File: src/design/kbn_pkg.sv
// Shared types and constants for the k-best neighbor list update core.
// Holds the command and result records and the field widths; no dependencies.
package kbn_pkg;

    localparam int LIST_SIZE_DEF = 20;
    localparam int QUEUE_DEPTH   = 2;

    localparam int CMD_W  = 2;
    localparam int SLOT_W = 5;
    localparam int IDX_W  = 10;
    localparam int DIST_W = 32;

    localparam logic [DIST_W-1:0] DIST_INF = '1;

    localparam logic [CMD_W-1:0] CMD_SEED  = 2'd0;
    localparam logic [CMD_W-1:0] CMD_OFFER = 2'd1;
    localparam logic [CMD_W-1:0] CMD_READ  = 2'd2;

    typedef enum logic [1:0] {
        OP_SEED,
        OP_OFFER,
        OP_READ,
        OP_NOP
    } op_t;

    typedef struct packed {
        op_t               op;
        logic              slot_ok;
        logic [SLOT_W-1:0] slot;
        logic [IDX_W-1:0]  cidx;
        logic [DIST_W-1:0] cdist;
    } cmd_t;

    typedef struct packed {
        logic              changed;
        logic              was_present;
        logic [IDX_W-1:0]  read_index;
        logic [DIST_W-1:0] read_distance;
    } res_t;

endpackage

File: src/design/kbn_fifo.sv
// Small register queue used between the front, the back and the result port.
// Depends on kbn_pkg for its default depth.
module kbn_fifo
    import kbn_pkg::*;
#(
    parameter int WIDTH = 1,
    parameter int DEPTH = QUEUE_DEPTH
)
(
    input  logic             clk,
    input  logic             rst_n,
    input  logic             push,
    input  logic [WIDTH-1:0] wdata,
    output logic             full,
    input  logic             pop,
    output logic [WIDTH-1:0] rdata,
    output logic             empty
);

    localparam int PTR_W = (DEPTH > 1) ? $clog2(DEPTH) : 1;
    localparam int CNT_W = $clog2(DEPTH + 1);

    logic [WIDTH-1:0] mem_reg [DEPTH];
    logic [PTR_W-1:0] wr_ptr_reg, wr_ptr_next;
    logic [PTR_W-1:0] rd_ptr_reg, rd_ptr_next;
    logic [CNT_W-1:0] count_reg, count_next;
    logic             wr_en;
    logic             rd_en;

    assign full  = (count_reg == CNT_W'(DEPTH));
    assign empty = (count_reg == '0);
    assign wr_en = push && !full;
    assign rd_en = pop && !empty;
    assign rdata = mem_reg[rd_ptr_reg];

    always_comb
    begin
        wr_ptr_next = wr_ptr_reg;
        rd_ptr_next = rd_ptr_reg;
        count_next  = count_reg;
        if (wr_en)
        begin
            wr_ptr_next = (wr_ptr_reg == PTR_W'(DEPTH - 1)) ? '0 : wr_ptr_reg + 1'b1;
        end
        if (rd_en)
        begin
            rd_ptr_next = (rd_ptr_reg == PTR_W'(DEPTH - 1)) ? '0 : rd_ptr_reg + 1'b1;
        end
        if (wr_en && !rd_en)
        begin
            count_next = count_reg + 1'b1;
        end
        else if (rd_en && !wr_en)
        begin
            count_next = count_reg - 1'b1;
        end
    end

    always_ff @(posedge clk or negedge rst_n)
    begin
        if (!rst_n)
        begin
            wr_ptr_reg <= '0;
            rd_ptr_reg <= '0;
            count_reg  <= '0;
        end
        else
        begin
            wr_ptr_reg <= wr_ptr_next;
            rd_ptr_reg <= rd_ptr_next;
            count_reg  <= count_next;
        end
    end

    always_ff @(posedge clk)
    begin
        if (wr_en)
        begin
            mem_reg[wr_ptr_reg] <= wdata;
        end
    end

endmodule

File: config.mk
export PLATFORM = sky130hd
export DESIGN_NAME = kbn_fifo
export DESIGN_NICKNAME = d
export VERILOG_FILES = /design/src/design/kbn_pkg.sv /design/src/design/kbn_fifo.sv
export SDC_FILE = /design/constraint.sdc
export NUM_CORES = 1
export LEC_CHECK = 0
export BUFFER_PORTS_ARGS = -buffer_cell sky130_fd_sc_hd__buf_2
export CAP_MARGIN = 20
export CORE_AREA = 5 5 42 44
export DETAILED_ROUTE_END_ITERATION = 12
export DIE_AREA = 0 0 47 49
export HOLD_SLACK_MARGIN = 0.03
export PLACE_DENSITY_LB_ADDON = 0.08
export SYNTH_ARGS = -nofsm -noshare
export SYNTH_HDL_FRONTEND = slang
export SYNTH_SLANG_ARGS = --single-unit
File: constraint.sdc
create_clock -name clk -period 2.8 [get_ports clk]
set_input_delay 0.42 -clock clk [delete_from_list [all_inputs] [get_ports clk]]
set_output_delay 0.42 -clock clk [all_outputs]
set_load 0.02 [all_outputs]
Word-level counts from Yosys, hierarchy flattened
Memory sizes are Yosys's and may differ from the RTL's.
Index checks and enable logic that the tools add are counted.
{"block": "word_totals", "regBits": 4, "ram_bits": 2, "in_bits": 5, "out_inout_bits": 3, "elab_cells": 25, "mem_count": 1}
{"block": "op_classes", "addsub": 4, "eq_ne": 1, "mux": 6, "n_reduce_logical": 10}
{"name": "mem_reg", "words": 2, "width": 1, "read_ports": 1, "rd_ports_with_merged_regs": 0, "write_ports": 1, "line": "kbn_fifo.sv:23", "text": "logic [WIDTH-1:0] mem_reg [DEPTH];"}
{"operator": "logical AND 1 bit", "n": 4}
{"operator": "zero test 1 bit", "n": 4}
{"operator": "2-to-1 mux 1 bit", "n": 4}
{"operator": "2-to-1 mux 2 bit", "n": 2}
{"operator": "adder 1 bit (second input constant)", "n": 2}
{"operator": "adder 2 x 1 -> 2 bit (second input constant)", "n": 1}
{"operator": "== test 2 bit (second input constant)", "n": 1}
{"operator": "zero test 2 bit", "n": 1}
{"operator": "nonzero test 2 bit", "n": 1}
{"operator": "subtractor 2 x 1 -> 2 bit (second input constant)", "n": 1}

Depth between registers and ports, before layout
{"block": "depth", "ltp_word": 7, "ltp_mapped": 7, "mapped_depth_nobuf": 7}

Least setup slack after synthesis
No wires, ideal clock.
{"block": "synth_timing", "path_kind": "reg-to-reg", "from": "register count_reg[0]", "to": "register count_reg[1]", "setup_time_ns": 0.079, "arrival_time_ns": 1.282, "required_ns": 2.721, "setup_slack_ns": 1.439, "path_stages_with_launch": 7, "path_buffers": 0, "period_less_slack_ns": 1.361, "path_cell_list": "dfrtp_1 > nand2b_1 > nand2_1 > inv_1 > ha_1 > nor2_1 > xor2_1"}
{"block": "synth_between", "elab_chain_cells": 6, "word_cells_on_any_way": 15, "classes_between": "2 x add/sub; 1 x eq/ne; 2 x mux; 10 x reduce/logical"}
{"item": "from (decl)", "line": "kbn_fifo.sv:26", "text": "logic [CNT_W-1:0] count_reg, count_next;"}
{"item": "from (signal assigned)", "line": "kbn_fifo.sv:71", "text": "count_reg <= count_next;"}
{"item": "== test 2 bit or zero test 2 bit (tied branches)", "line": "kbn_fifo.sv:30, kbn_fifo.sv:31"}
{"item": "zero test 1 bit (on tied branches)", "line": "kbn_fifo.sv:32, kbn_fifo.sv:33"}
{"item": "logical AND 1 bit (on tied branches)", "line": "kbn_fifo.sv:32, kbn_fifo.sv:33"}
{"item": "zero test 1 bit (on tied branches)", "line": "kbn_fifo.sv:53, kbn_fifo.sv:49"}
{"item": "logical AND 1 bit (on tied branches)", "line": "kbn_fifo.sv:53, kbn_fifo.sv:49"}
{"item": "nonzero test 2 bit (no line) or 2-to-1 mux 2 bit (tied branches)"}
Several ways; a longest one is shown, not always the timed one. The select of a mux whose other input is x is not followed.
A chain may end at the register's enable or synchronous reset.

Final worst setup path
{"block": "layout_timing", "from": "register rd_ptr_reg", "to": "output port rdata"}
{"block": "layout_between", "elab_chain_cells": 1}
{"item": "from (decl)", "line": "kbn_fifo.sv:25", "text": "logic [PTR_W-1:0] rd_ptr_reg, rd_ptr_next;"}
{"item": "from (signal assigned)", "line": "kbn_fifo.sv:70", "text": "rd_ptr_reg <= rd_ptr_next;"}
{"item": "memory read (2 x 1 bit)"}
{"item": "to (decl)", "line": "kbn_fifo.sv:16", "text": "output logic [WIDTH-1:0] rdata,"}
Every way passes these cells.

==> summary.txt <==
Yosys
  • Synthesized instance count: 22
  • Syn nets: 28
  • Register area share after synthesis: 59.8%
  • Flops & latches, synth: 6
  • Unique masters post-synth: 12
  • Yosys warns: 0
  • Post-synth top cells: dfrtp_1 (4), nor2_1 (3), xnor2_1 (3)
  • FFs w/ async S/R, synth: approximately two thirds
  • EDFF count, synth: 2
  • Yosys top cell area share: roughly 37%
  • Synth Flop Type: dfrtp_1
  • Top-count cell post-synth: dfrtp_1
  • Syn_area_per_cell: 12.2 sq um
  • Main area contributors after synthesis: dfrtp_1 (37%), edfxtp_1 (22%), xnor2_1 (9.8%)
  • Synth area leader: dfrtp_1
  • Synth Cell Area: ~270 sq um

Clock network
  • Htree depth: 1
  • CTS buffer count: 3
  • Worst-Skew Late Latency: ~0.25 ns
  • CTS tree: done
  • Clk slew on worst S/H paths: about 0.050 ns
  • Sink Count: 6
  • Resize count post-CTS: 0
  • CTS Root Cell: clkbuf_4
  • CTS max path bufs: 2

Worst setup path
  • Critical path capture point type: output pin
  • CP peak stage delay: approximately 0.36 ns
  • Critical path required time: around 2.4 ns
  • Critical path type: flip-flop to output pin
  • Worst R2R End: count_reg[1]
  • Delay-heaviest family, CP: flip-flops
  • Data arrival, critical path: between 1 and 1.5 ns
  • CP max stage cell: dfrtp_1
  • Worst Setup Start Kind: flip-flop
  • Critical path peak fanout: 2
  • Worst path cell trace: mux2_2 > buf_2
  • R2R Path Start: count_reg[0]
  • Worst path bufs/invs: 1
  • R2R Setup Slk: roughly 1.3 ns
  • Worst R2R Path Depth: 7

Placed design
  • PortBufs: 7
  • Post-Place Worst Slack: ~1.3 ns
  • Dpl cell area: ~320 sq um
  • Placer Congestion: between 0.6 and 0.7

Power and ir drop
  • Total power: 416 uW
  • Leak: between 0.15 and 0.2 nW
  • Power Dens Cells: about 1200 nW/um^2
  • Worst vdd ir: 0.331 mV

Routing
  • Pre-Repair DR Iteration Count: 2
  • Antenna Nets Post-Route: 0
  • Via Count: roughly 190
  • Routed Wire Length: 524 um
  • Wire per inst: 10.7 um
  • Initial drt markers: 5
  • Via/cell ratio: ~3.8
  • Drt drc: 0

Run
  • Max_cap viols: 0

Floorplanning
  • Die Ht: just under 50 um
  • Core area: 1400 sq um
  • I/O pin cnt: 8
  • Die Area: 2300 sq um
  • Initial core utilization: roughly a fifth
  • Die W: ~47 um
  • FP Rows: 14

GRT
  • Initial antenna violation count: 0
  • Total GRT Usage: under 10%
  • First-pass GRT wire length: roughly 920 um
  • GR Overflow Total: 0
  • Largest net degree at the start of global routing: 6
  • Vias in the first global route: around 220

Outcome
  • Run status: completed

Timing
  • Final setup margin: approximately 1.3 ns
  • Max-slew violation count: 0
  • Period utilisation layout: ~54%
  • TNS Setup: 0 ns
  • RSZ-0062 raised after global routing: no
  • Fin crit period: between 1.5 and 2 ns
  • Worst hold slack: 0.361 ns
  • Max transition margin: between 80% and 90%
  • Fin. Hold Viols: 0
  • Least-Margin Pin Slew: between 0.2 and 0.25 ns
  • Setup Skew: about 0.0014 ns
  • Setup violators final: 0
  • Fmax: approximately 0.66 GHz

Worst hold path
  • Hold Path Class: input port to flip-flop
  • Hold Crit Depth: 1
  • Worst hold start: wdata
  • Hold EP: mem_reg[1]

Finish
  • Layout fillers: between 150 and 200
  • Area Growth Syn to Fin: 32.7%
  • Final-stage net count: between 40 and 50
  • Layout cell share with drive strength beyond 1: 33.3%
  • Area of the multi-input gates: about 100 sq um
  • Design Area, Final: 355 sq um
  • Register cell area after layout: about 160 sq um
  • Antenna diodes: 0
[worst register-to-register path: stages, from the launching register on]
cell and delay (ns):
dfrtp_1 0.43, nand2b_1 0.19, nand2_1 0.14, inv_1 0.06, ha_1 0.19, xor2_1 0.14
nor2_1 0.11, xor2_1 0.15
[logic make-up after synthesis]
family                   count (synthesis)  synth area share, %
flip-flops                               6                 59.8
adder cells (fa/ha/maj)                  1                 4.67
buffers and inverters                    2                 2.80
AO/OA/AOI/OAI                            1                 1.87
AND/OR/NAND/NOR                          6                 10.3
XOR/XNOR                                 5                 16.4
multiplexers                             1                 4.21
[report_power, final]
part           switching, mW  internal (mW)  total [mW]
combinational         0.0862         0.0792       0.165
sequential            0.0342          0.132       0.166
clock                 0.0361         0.0488      0.0849
[placed cells by master, fill, tap and decap left out, types with 2 or more instances in the layout]
master,n
buf_2,7
clkbuf_4,3
dfrtp_1,4
edfxtp_1,2
inv_1,2
nor2_1,3
xnor2_1,3
xor2_1,2
[per-stage QoR]
step / instances / utilization (%)
4_1_cts: 49 / 25.4
3_5_place_dp: 45 / 23.0
5_1_grt: 49 / 25.4
6_report: 49 / 25.4
3_3_place_gp: 45 / 23.0
2_1_floorplan: 22 / -
[cell type report]
type,count,area share (%)
Tap cell,16,5.63
Sequential cell,6,45.1
Clock buffer,3,6.34
Multi-Input combinational cell,14,28.2
Timing Repair Buffer,8,12.7
Inverter,2,2.11
[worst max-delay path by stage]
stage | startpoint | slack [ns] | to | cells after the start
3_3_place_gp | count_reg[0] | 1.37 | count_reg[1] | 7
6_report | rd_ptr_reg | 1.27 | rdata | 2
5_1_grt | count_reg[0] | 1.21 | count_reg[1] | 7
2_1_floorplan | count_reg[0] | 1.44 | count_reg[1] | 6
4_1_cts | rd_ptr_reg | 1.26 | rdata | 2
3_5_place_dp | count_reg[0] | 1.32 | count_reg[1] | 6
[metal layers]
metal	global-route usage (%)	part of all wire [%]	vias up
li1	-	-	92
met1	6.31	39	84
met2	8.14	49	6
met3	4.43	8.4	3
met4	5.53	3.2	0
met5	0	0	-
[what timing repair did]
action	in CTS	in global routing
endpoints found under the setup margin	0	0
hold buffers	1	0
hold endpoints to repair	4	0
setup buffers	0	0
Note: power is estimated with default switching activity, not from simulation.
