**src/design/kbn_pkg.sv**
```systemverilog
// Shared types and constants for the k-best neighbor list update core.
// Holds the command and result records and the field widths; no dependencies.
package kbn_pkg;

    localparam int LIST_SIZE_DEF = 20;
    localparam int QUEUE_DEPTH   = 2;

    localparam int CMD_W  = 2;
    localparam int SLOT_W = 5;
    localparam int IDX_W  = 10;
    localparam int DIST_W = 32;

    localparam logic [DIST_W-1:0] DIST_INF = '1;

    localparam logic [CMD_W-1:0] CMD_SEED  = 2'd0;
    localparam logic [CMD_W-1:0] CMD_OFFER = 2'd1;
    localparam logic [CMD_W-1:0] CMD_READ  = 2'd2;

    typedef enum logic [1:0] {
        OP_SEED,
        OP_OFFER,
        OP_READ,
        OP_NOP
    } op_t;

    typedef struct packed {
        op_t               op;
        logic              slot_ok;
        logic [SLOT_W-1:0] slot;
        logic [IDX_W-1:0]  cidx;
        logic [DIST_W-1:0] cdist;
    } cmd_t;

    typedef struct packed {
        logic              changed;
        logic              was_present;
        logic [IDX_W-1:0]  read_index;
        logic [DIST_W-1:0] read_distance;
    } res_t;

endpackage

```
**src/design/kbn_fifo.sv**
```systemverilog
// Small register queue used between the front, the back and the result port.
// Depends on kbn_pkg for its default depth.
module kbn_fifo
    import kbn_pkg::*;
#(
    parameter int WIDTH = 1,
    parameter int DEPTH = QUEUE_DEPTH
)
(
    input  logic             clk,
    input  logic             rst_n,
    input  logic             push,
    input  logic [WIDTH-1:0] wdata,
    output logic             full,
    input  logic             pop,
    output logic [WIDTH-1:0] rdata,
    output logic             empty
);

    localparam int PTR_W = (DEPTH > 1) ? $clog2(DEPTH) : 1;
    localparam int CNT_W = $clog2(DEPTH + 1);

    logic [WIDTH-1:0] mem_reg [DEPTH];
    logic [PTR_W-1:0] wr_ptr_reg, wr_ptr_next;
    logic [PTR_W-1:0] rd_ptr_reg, rd_ptr_next;
    logic [CNT_W-1:0] count_reg, count_next;
    logic             wr_en;
    logic             rd_en;

    assign full  = (count_reg == CNT_W'(DEPTH));
    assign empty = (count_reg == '0);
    assign wr_en = push && !full;
    assign rd_en = pop && !empty;
    assign rdata = mem_reg[rd_ptr_reg];

    always_comb
    begin
        wr_ptr_next = wr_ptr_reg;
        rd_ptr_next = rd_ptr_reg;
        count_next  = count_reg;
        if (wr_en)
        begin
            wr_ptr_next = (wr_ptr_reg == PTR_W'(DEPTH - 1)) ? '0 : wr_ptr_reg + 1'b1;
        end
        if (rd_en)
        begin
            rd_ptr_next = (rd_ptr_reg == PTR_W'(DEPTH - 1)) ? '0 : rd_ptr_reg + 1'b1;
        end
        if (wr_en && !rd_en)
        begin
            count_next = count_reg + 1'b1;
        end
        else if (rd_en && !wr_en)
        begin
            count_next = count_reg - 1'b1;
        end
    end

    always_ff @(posedge clk or negedge rst_n)
    begin
        if (!rst_n)
        begin
            wr_ptr_reg <= '0;
            rd_ptr_reg <= '0;
            count_reg  <= '0;
        end
        else
        begin
            wr_ptr_reg <= wr_ptr_next;
            rd_ptr_reg <= rd_ptr_next;
            count_reg  <= count_next;
        end
    end

    always_ff @(posedge clk)
    begin
        if (wr_en)
        begin
            mem_reg[wr_ptr_reg] <= wdata;
        end
    end

endmodule

```
**src/design/kbn_front.sv**
```systemverilog
// Input side: takes commands, decodes them and checks the slot range.
// Depends on kbn_pkg and kbn_fifo, which holds decoded commands for the back end.
module kbn_front
    import kbn_pkg::*;
#(
    parameter int LIST_SIZE = LIST_SIZE_DEF
)
(
    input  logic              clk,
    input  logic              rst_n,
    input  logic              push,
    output logic              full,
    input  logic [CMD_W-1:0]  command,
    input  logic [SLOT_W-1:0] slot,
    input  logic [IDX_W-1:0]  candidate_index,
    input  logic [DIST_W-1:0] candidate_distance,
    output logic              cmd_valid,
    output cmd_t              cmd,
    input  logic              cmd_pop
);

    cmd_t                  cmd_in;
    logic [$bits(cmd_t)-1:0] cmd_q;
    logic                  cmd_empty;

    always_comb
    begin
        unique case (command)
            CMD_SEED:  cmd_in.op = OP_SEED;
            CMD_OFFER: cmd_in.op = OP_OFFER;
            CMD_READ:  cmd_in.op = OP_READ;
            default:   cmd_in.op = OP_NOP;
        endcase
        cmd_in.slot_ok = (int'(slot) < LIST_SIZE);
        cmd_in.slot    = slot;
        cmd_in.cidx    = candidate_index;
        cmd_in.cdist   = candidate_distance;
    end

    kbn_fifo #(
        .WIDTH ($bits(cmd_t)),
        .DEPTH (QUEUE_DEPTH)
    ) u_cmd_fifo (
        .clk   (clk),
        .rst_n (rst_n),
        .push  (push),
        .wdata (cmd_in),
        .full  (full),
        .pop   (cmd_pop),
        .rdata (cmd_q),
        .empty (cmd_empty)
    );

    assign cmd_valid = !cmd_empty;
    assign cmd       = cmd_q;

endmodule

```
**config.mk**
```make
export PLATFORM = sky130hd
export DESIGN_NAME = kbn_front
export DESIGN_NICKNAME = d
export VERILOG_FILES = /design/src/design/kbn_pkg.sv /design/src/design/kbn_fifo.sv /design/src/design/kbn_front.sv
export SDC_FILE = /design/constraint.sdc
export NUM_CORES = 1
export LEC_CHECK = 0
export BUFFER_PORTS_ARGS = -buffer_cell sky130_fd_sc_hd__buf_2
export CORE_MARGIN = 2
export CORE_UTILIZATION = 55
export DETAILED_ROUTE_END_ITERATION = 7
export PLACE_DENSITY = 0.84
export SLEW_MARGIN = 20
export SYNTH_ARGS = -nofsm -noshare
export SYNTH_HDL_FRONTEND = slang
export SYNTH_SLANG_ARGS = --single-unit
```
**constraint.sdc**
```tcl
create_clock -name clk -period 7.35 [get_ports clk]
set_input_delay 0 -clock clk [delete_from_list [all_inputs] [get_ports clk]]
set_output_delay 0 -clock clk [all_outputs]
set_load 0.02 [all_outputs]
```
# [Yosys cells after proc, flatten, opt, wreduce, memory -nomap -nowiden]
# Memory sizes are Yosys's and may differ from the RTL's.
# Index checks and enable logic that the tools add are counted.
[word_totals] regBits=4 latch_bits=0 mem_bits_rw=100 mem_bits_ro=0 inputBits=53 out_inout_bits=52 wordCells=30 mem_count=1
[op_classes] addsub=4 mul=0 n_div=0 order_cmp=1 eq_ne=3 n_shift=0 n_mux=7 n_bitwise=0 reduce_logical=11
[memory_table] name="u_cmd_fifo.mem_reg" words=2 word_bits=50 rd=1 rd_ports_with_merged_regs=0 write_ports=1 line_no="kbn_fifo.sv:23" text="logic [WIDTH-1:0] mem_reg [DEPTH];"
[op_table] cell="case mux 2 bit (3 select lines)" count=1
[op_table] cell="< comparator 5 bit (second input constant)" count=1
[op_table] cell="equality test 2 bit (second input constant)" count=2
[op_table] cell="logical AND 1 bit" count=4
[op_table] cell="zero test 1 bit" count=4
[op_table] cell="zero test 2 bit" count=2
[op_table] cell="2-to-1 mux 1 bit" count=4
[op_table] cell="2-to-1 mux 2 bit" count=2
[op_table] cell="adder 1 bit (second input constant)" count=2
[op_table] cell="adder 2 x 1 -> 2 bit (second input constant)" count=1
[op_table] cell="equality test 2 x 1 -> 1 bit (second input constant)" count=1
[op_table] cell="nonzero test 2 bit" count=1
[op_table] cell="subtractor 2 x 1 -> 2 bit (second input constant)" count=1

# [Logic depth before layout (Yosys ltp)]
[logic_depth] depth_word=7 depth_mapped=7 depth_no_buf=7

# [By module]
# A second synthesis with hierarchy kept.
[hier_totals] hier_cells=179 area_unflattened_um2=4073.9
[by_module_without_submodules] module="kbn_fifo" n_inst=1 cells_each=175 area_per_inst_um2=4057.6 seq_area_each_um2=3103.0
[by_module_without_submodules] module="kbn_front" n_inst=1 cells_each=4 area_per_inst_um2=16.3 seq_area_each_um2=0.0

# [Worst setup path before layout]
# Ideal clock, no wire load.
[synth_path] kind="reg-to-reg" start="register u_cmd_fifo.count_reg[0]" end="memory u_cmd_fifo.mem_reg[0][0] in the netlist's numbering (enable)" setup_ns=0.458 t_arrival_ns=2.721 required_time_ns=6.892 slack_ns=4.171 path_stages_with_launch=4 path_buffers=0 period_less_slack_ns=3.179 path_cell_list="dfrtp_1 nand2b_1 nand2_1 nor2_1"
[synth_via] elab_chain_len=5
[synth_lines] element="start: declaration" line_no="kbn_fifo.sv:26" text="logic [CNT_W-1:0] count_reg, count_next;"
[synth_lines] element="start signal: assignment" line_no="kbn_fifo.sv:71" text="count_reg <= count_next;"
[synth_lines] element="equality test 2 bit" line_no="kbn_fifo.sv:30" text="assign full = (count_reg == CNT_W'(DEPTH));"
[synth_lines] element="zero test 1 bit" line_no="kbn_fifo.sv:32" text="assign wr_en = push && !full;"
[synth_lines] element="logical AND 1 bit" line_no="kbn_fifo.sv:32"
[synth_lines] element="2-to-1 mux 1 bit" line_no="kbn_fifo.sv:77" text="if (wr_en)"
[synth_lines] element="2-to-1 mux 1 bit (implied by the code)" line_no="kbn_fifo.sv:79" text="mem_reg[wr_ptr_reg] <= wdata;"
[synth_lines] element="end: declaration" line_no="kbn_fifo.sv:23"
# Every way passes these cells.

==> flow_metrics.tcl <==
set metrics [dict create \
    ys_ff_latch 104 \
    max_clock_freq_mhz 496 \
    finalNonFillerCells 441 \
    cts-resized-gates 0 \
    cts_sinks 104 \
    dieArea_um2 8110 \
    port_buffers 104 \
    hold_path_end "u_cmd_fifo.wr_ptr_reg" \
    rr_worst_depth 4 \
    cp_top_family "flip-flops" \
    status "finished clean" \
    critPathMaxStageDelay_ns 1.03 \
    cts_tree "built" \
    area_growth_pct 30.8 \
    worst_pin_slew_ns 0.962 \
    coreArea_um2 7210 \
    r2r_slack_ns 5.59 \
    seq_area_frac_synth_pct 76.2 \
    min_path_cells 3 \
    peakVddDrop_v 0.000365 \
    syn_inst 178 \
    dr_total_vias 2079 \
    track_usage_pct 16.3 \
    critPathLaunchType "register" \
    drc_errors 0 \
    antenna_found_initial 0 \
    drv_slew 0 \
    rsz0062_at_grt "no" \
    syn_area_um2 4070 \
    setup_viol 0 \
    initial_utilization_pct 56.5 \
    yosys_warnings 0 \
    nets 392 \
    path_class "reg -> out" \
    reg2reg_from "u_cmd_fifo.count_reg[0]" \
    ios 105 \
    gr-usage-met1_pct 17.9 \
    grt_start_max_net_pins 52 \
    viasPerCell 4.71 \
    drive_above_1_share_pct 50.6 \
    arrival_ns 2.02 \
    dpl-instance-area_um2 4620 \
    hold_start "push" \
    use_met3_pct 5.36 \
    drtPass1Iterations 4 \
    multi_input_area_um2 857 \
    synthesis.nets 232 \
    avgSynthCellArea_um2 22.9 \
    ctsLongestPathBuffers 2 \
    drv_cap 0 \
    fillCellCount 448 \
    die_height_um 90.1 \
    htree_levels 3 \
    cp_slowest_cell "dfrtp_4" \
    grt_pass1_vias 2255 \
    fin_area_um2 5330 \
    max_slew_margin_pct 35.9 \
    timing.rr.end "u_cmd_fifo.mem_reg[0][15]" \
    place_inst 374 \
    largest_reg_flops 100 \
    path_clk_slew_ns 0.09 \
    wl_per_cell_um 14.7 \
    leakage_nw 2.16 \
    setup_tns_ns 0 \
    skew_ns 0.00683 \
    grt_pass1_wl_um 10200 \
    cp.required_ns 7.35 \
    final.min_clock_period_ns 2.02 \
    yosys.cell_types.count 18 \
    fin_crit_sh_pct 27.4 \
    hp-class "in -> reg" \
    ant_nets 0 \
    grt_busiest_layer "met2" \
    met2_usage_pct 29.6 \
    place_hpwl_um 3660 \
    worstPathMaxFanout 51 \
    crit_path_end_kind "output port" \
    hold_slack_ns 0.0449 \
    drt_iter0_drc 76 \
    place_congestion 0.683 \
    cts_buffers 9 \
    rows 31 \
    critPathBufInv 1 \
    seq_area_um2 3110 \
    grt-ovfl-total 0 \
    p_per_area_nw_per_um2 366 \
    die_x_um 90.1 \
    clock_latency_ns 0.34 \
    wl_um 6480 \
    n_antenna_cell 0 \
    hold_violations 0 \
    root_buffer "clkbuf_8" \
    path_cells "mux2_2 > buf_2" \
]
-- placed cells by master (no fill, tap or decap), types with 2 or more instances in the layout --
| master | instances |
|---|---|
| buf_2 | 104 |
| clkbuf_8 | 9 |
| clkinv_2 | 2 |
| dfrtp_1 | 3 |
| dlygate4sd3_1 | 52 |
| edfxtp_1 | 100 |
| inv_1 | 2 |
| mux2_4 | 49 |
| xnor2_1 | 3 |
| xor2_1 | 2 |
-- report_power, final --
| part | total [mW] | internal [mW] | leakage (nW) | switching [mW] |
|---|---|---|---|---|
| clock network | 0.329 | 0.156 | 0.0925 | 0.173 |
| logic | 0.695 | 0.349 | 1.10 | 0.345 |
| registers | 0.925 | 0.813 | 0.974 | 0.113 |
| total | 1.95 | 1.32 | 2.16 | 0.631 |
-- metrics by stage --
stage	setup slack, ns	utilization (%)	total power [mW]
2_1_floorplan	4.17	-	1.48
3_3_place_gp	5.41	64.0	1.61
3_5_place_dp	5.59	64.1	1.62
4_1_cts	5.33	73.8	1.97
5_1_grt	5.28	73.8	2.04
6_report	5.33	73.8	1.95
-- cells in the mapped netlist --
master	instances	share of area (%)
edfxtp_1	100	74
mux2_4	49	18
buf_12	5	2.5
dfrtp_1	4	2.5
xnor2_1	3	0.65
clkbuf_1	2	0.18
inv_1	2	0.18
nor2_1	2	0.18
xor2_1	2	0.43
and3_1	1	0.15
buf_6	1	0.28
ha_1	1	0.31
mux2_2	1	0.28
nand2_1	1	0.092
nand2_2	1	0.15
nand2b_1	1	0.15
o21ai_0	1	0.12
or2_1	1	0.15
-- what timing repair did --
item,4_1_cts,5_1_grt
hold endpoints to repair,105,0
hold buffers,52,0
setup buffers,0,0
-- per-layer routing --
metal | up-vias | part of all wire (%)
met4 | 0 | 1.4
li1 | 1003 | -
met1 | 994 | 40
met3 | 9 | 5.4
met5 | - | 0
met2 | 73 | 53
-- worst min-delay path: stages --
cell and delay [ns]:
buf_2 0.11, nand2_1 0.16, xnor2_1 0.08
-- area by class of cell --
class / instances / share of cell area (%)
multi-input combinational: 64 / 16.1
inverter: 2 / 0.141
clock inverter: 5 / 1.06
clock buffer: 10 / 2.40
tap: 99 / 2.33
timing repair buffer: 157 / 19.7
sequential: 104 / 58.3
-- cell families (layout without fill, tap and decap cells) --
group / after synthesis / in the layout / synth area share (%)
buf+inv: 10 / 174 / 3.10
flops: 104 / 104 / 76.2
simple gates: 7 / 7 / 0.891
mux: 50 / 50 / 18.3
compound gates: 1 / 1 / 0.123
xor+xnor: 5 / 5 / 1.08
fa+ha+maj: 1 / 1 / 0.307
-- worst max path at each step --
stage	cells after the start	startpoint	to
final	2	u_cmd_fifo.rd_ptr_reg	cmd[23]
after global routing	2	u_cmd_fifo.rd_ptr_reg	cmd[23]
after CTS	2	u_cmd_fifo.rd_ptr_reg	cmd[23]
after detailed placement	4	u_cmd_fifo.count_reg[0]	u_cmd_fifo.mem_reg[0][37]
after global placement	2	u_cmd_fifo.count_reg[0]	u_cmd_fifo.mem_reg[1][49]
after floorplan	3	u_cmd_fifo.count_reg[0]	u_cmd_fifo.mem_reg[0][0]
No activity file was read; power rests on OpenSTA's default activity.
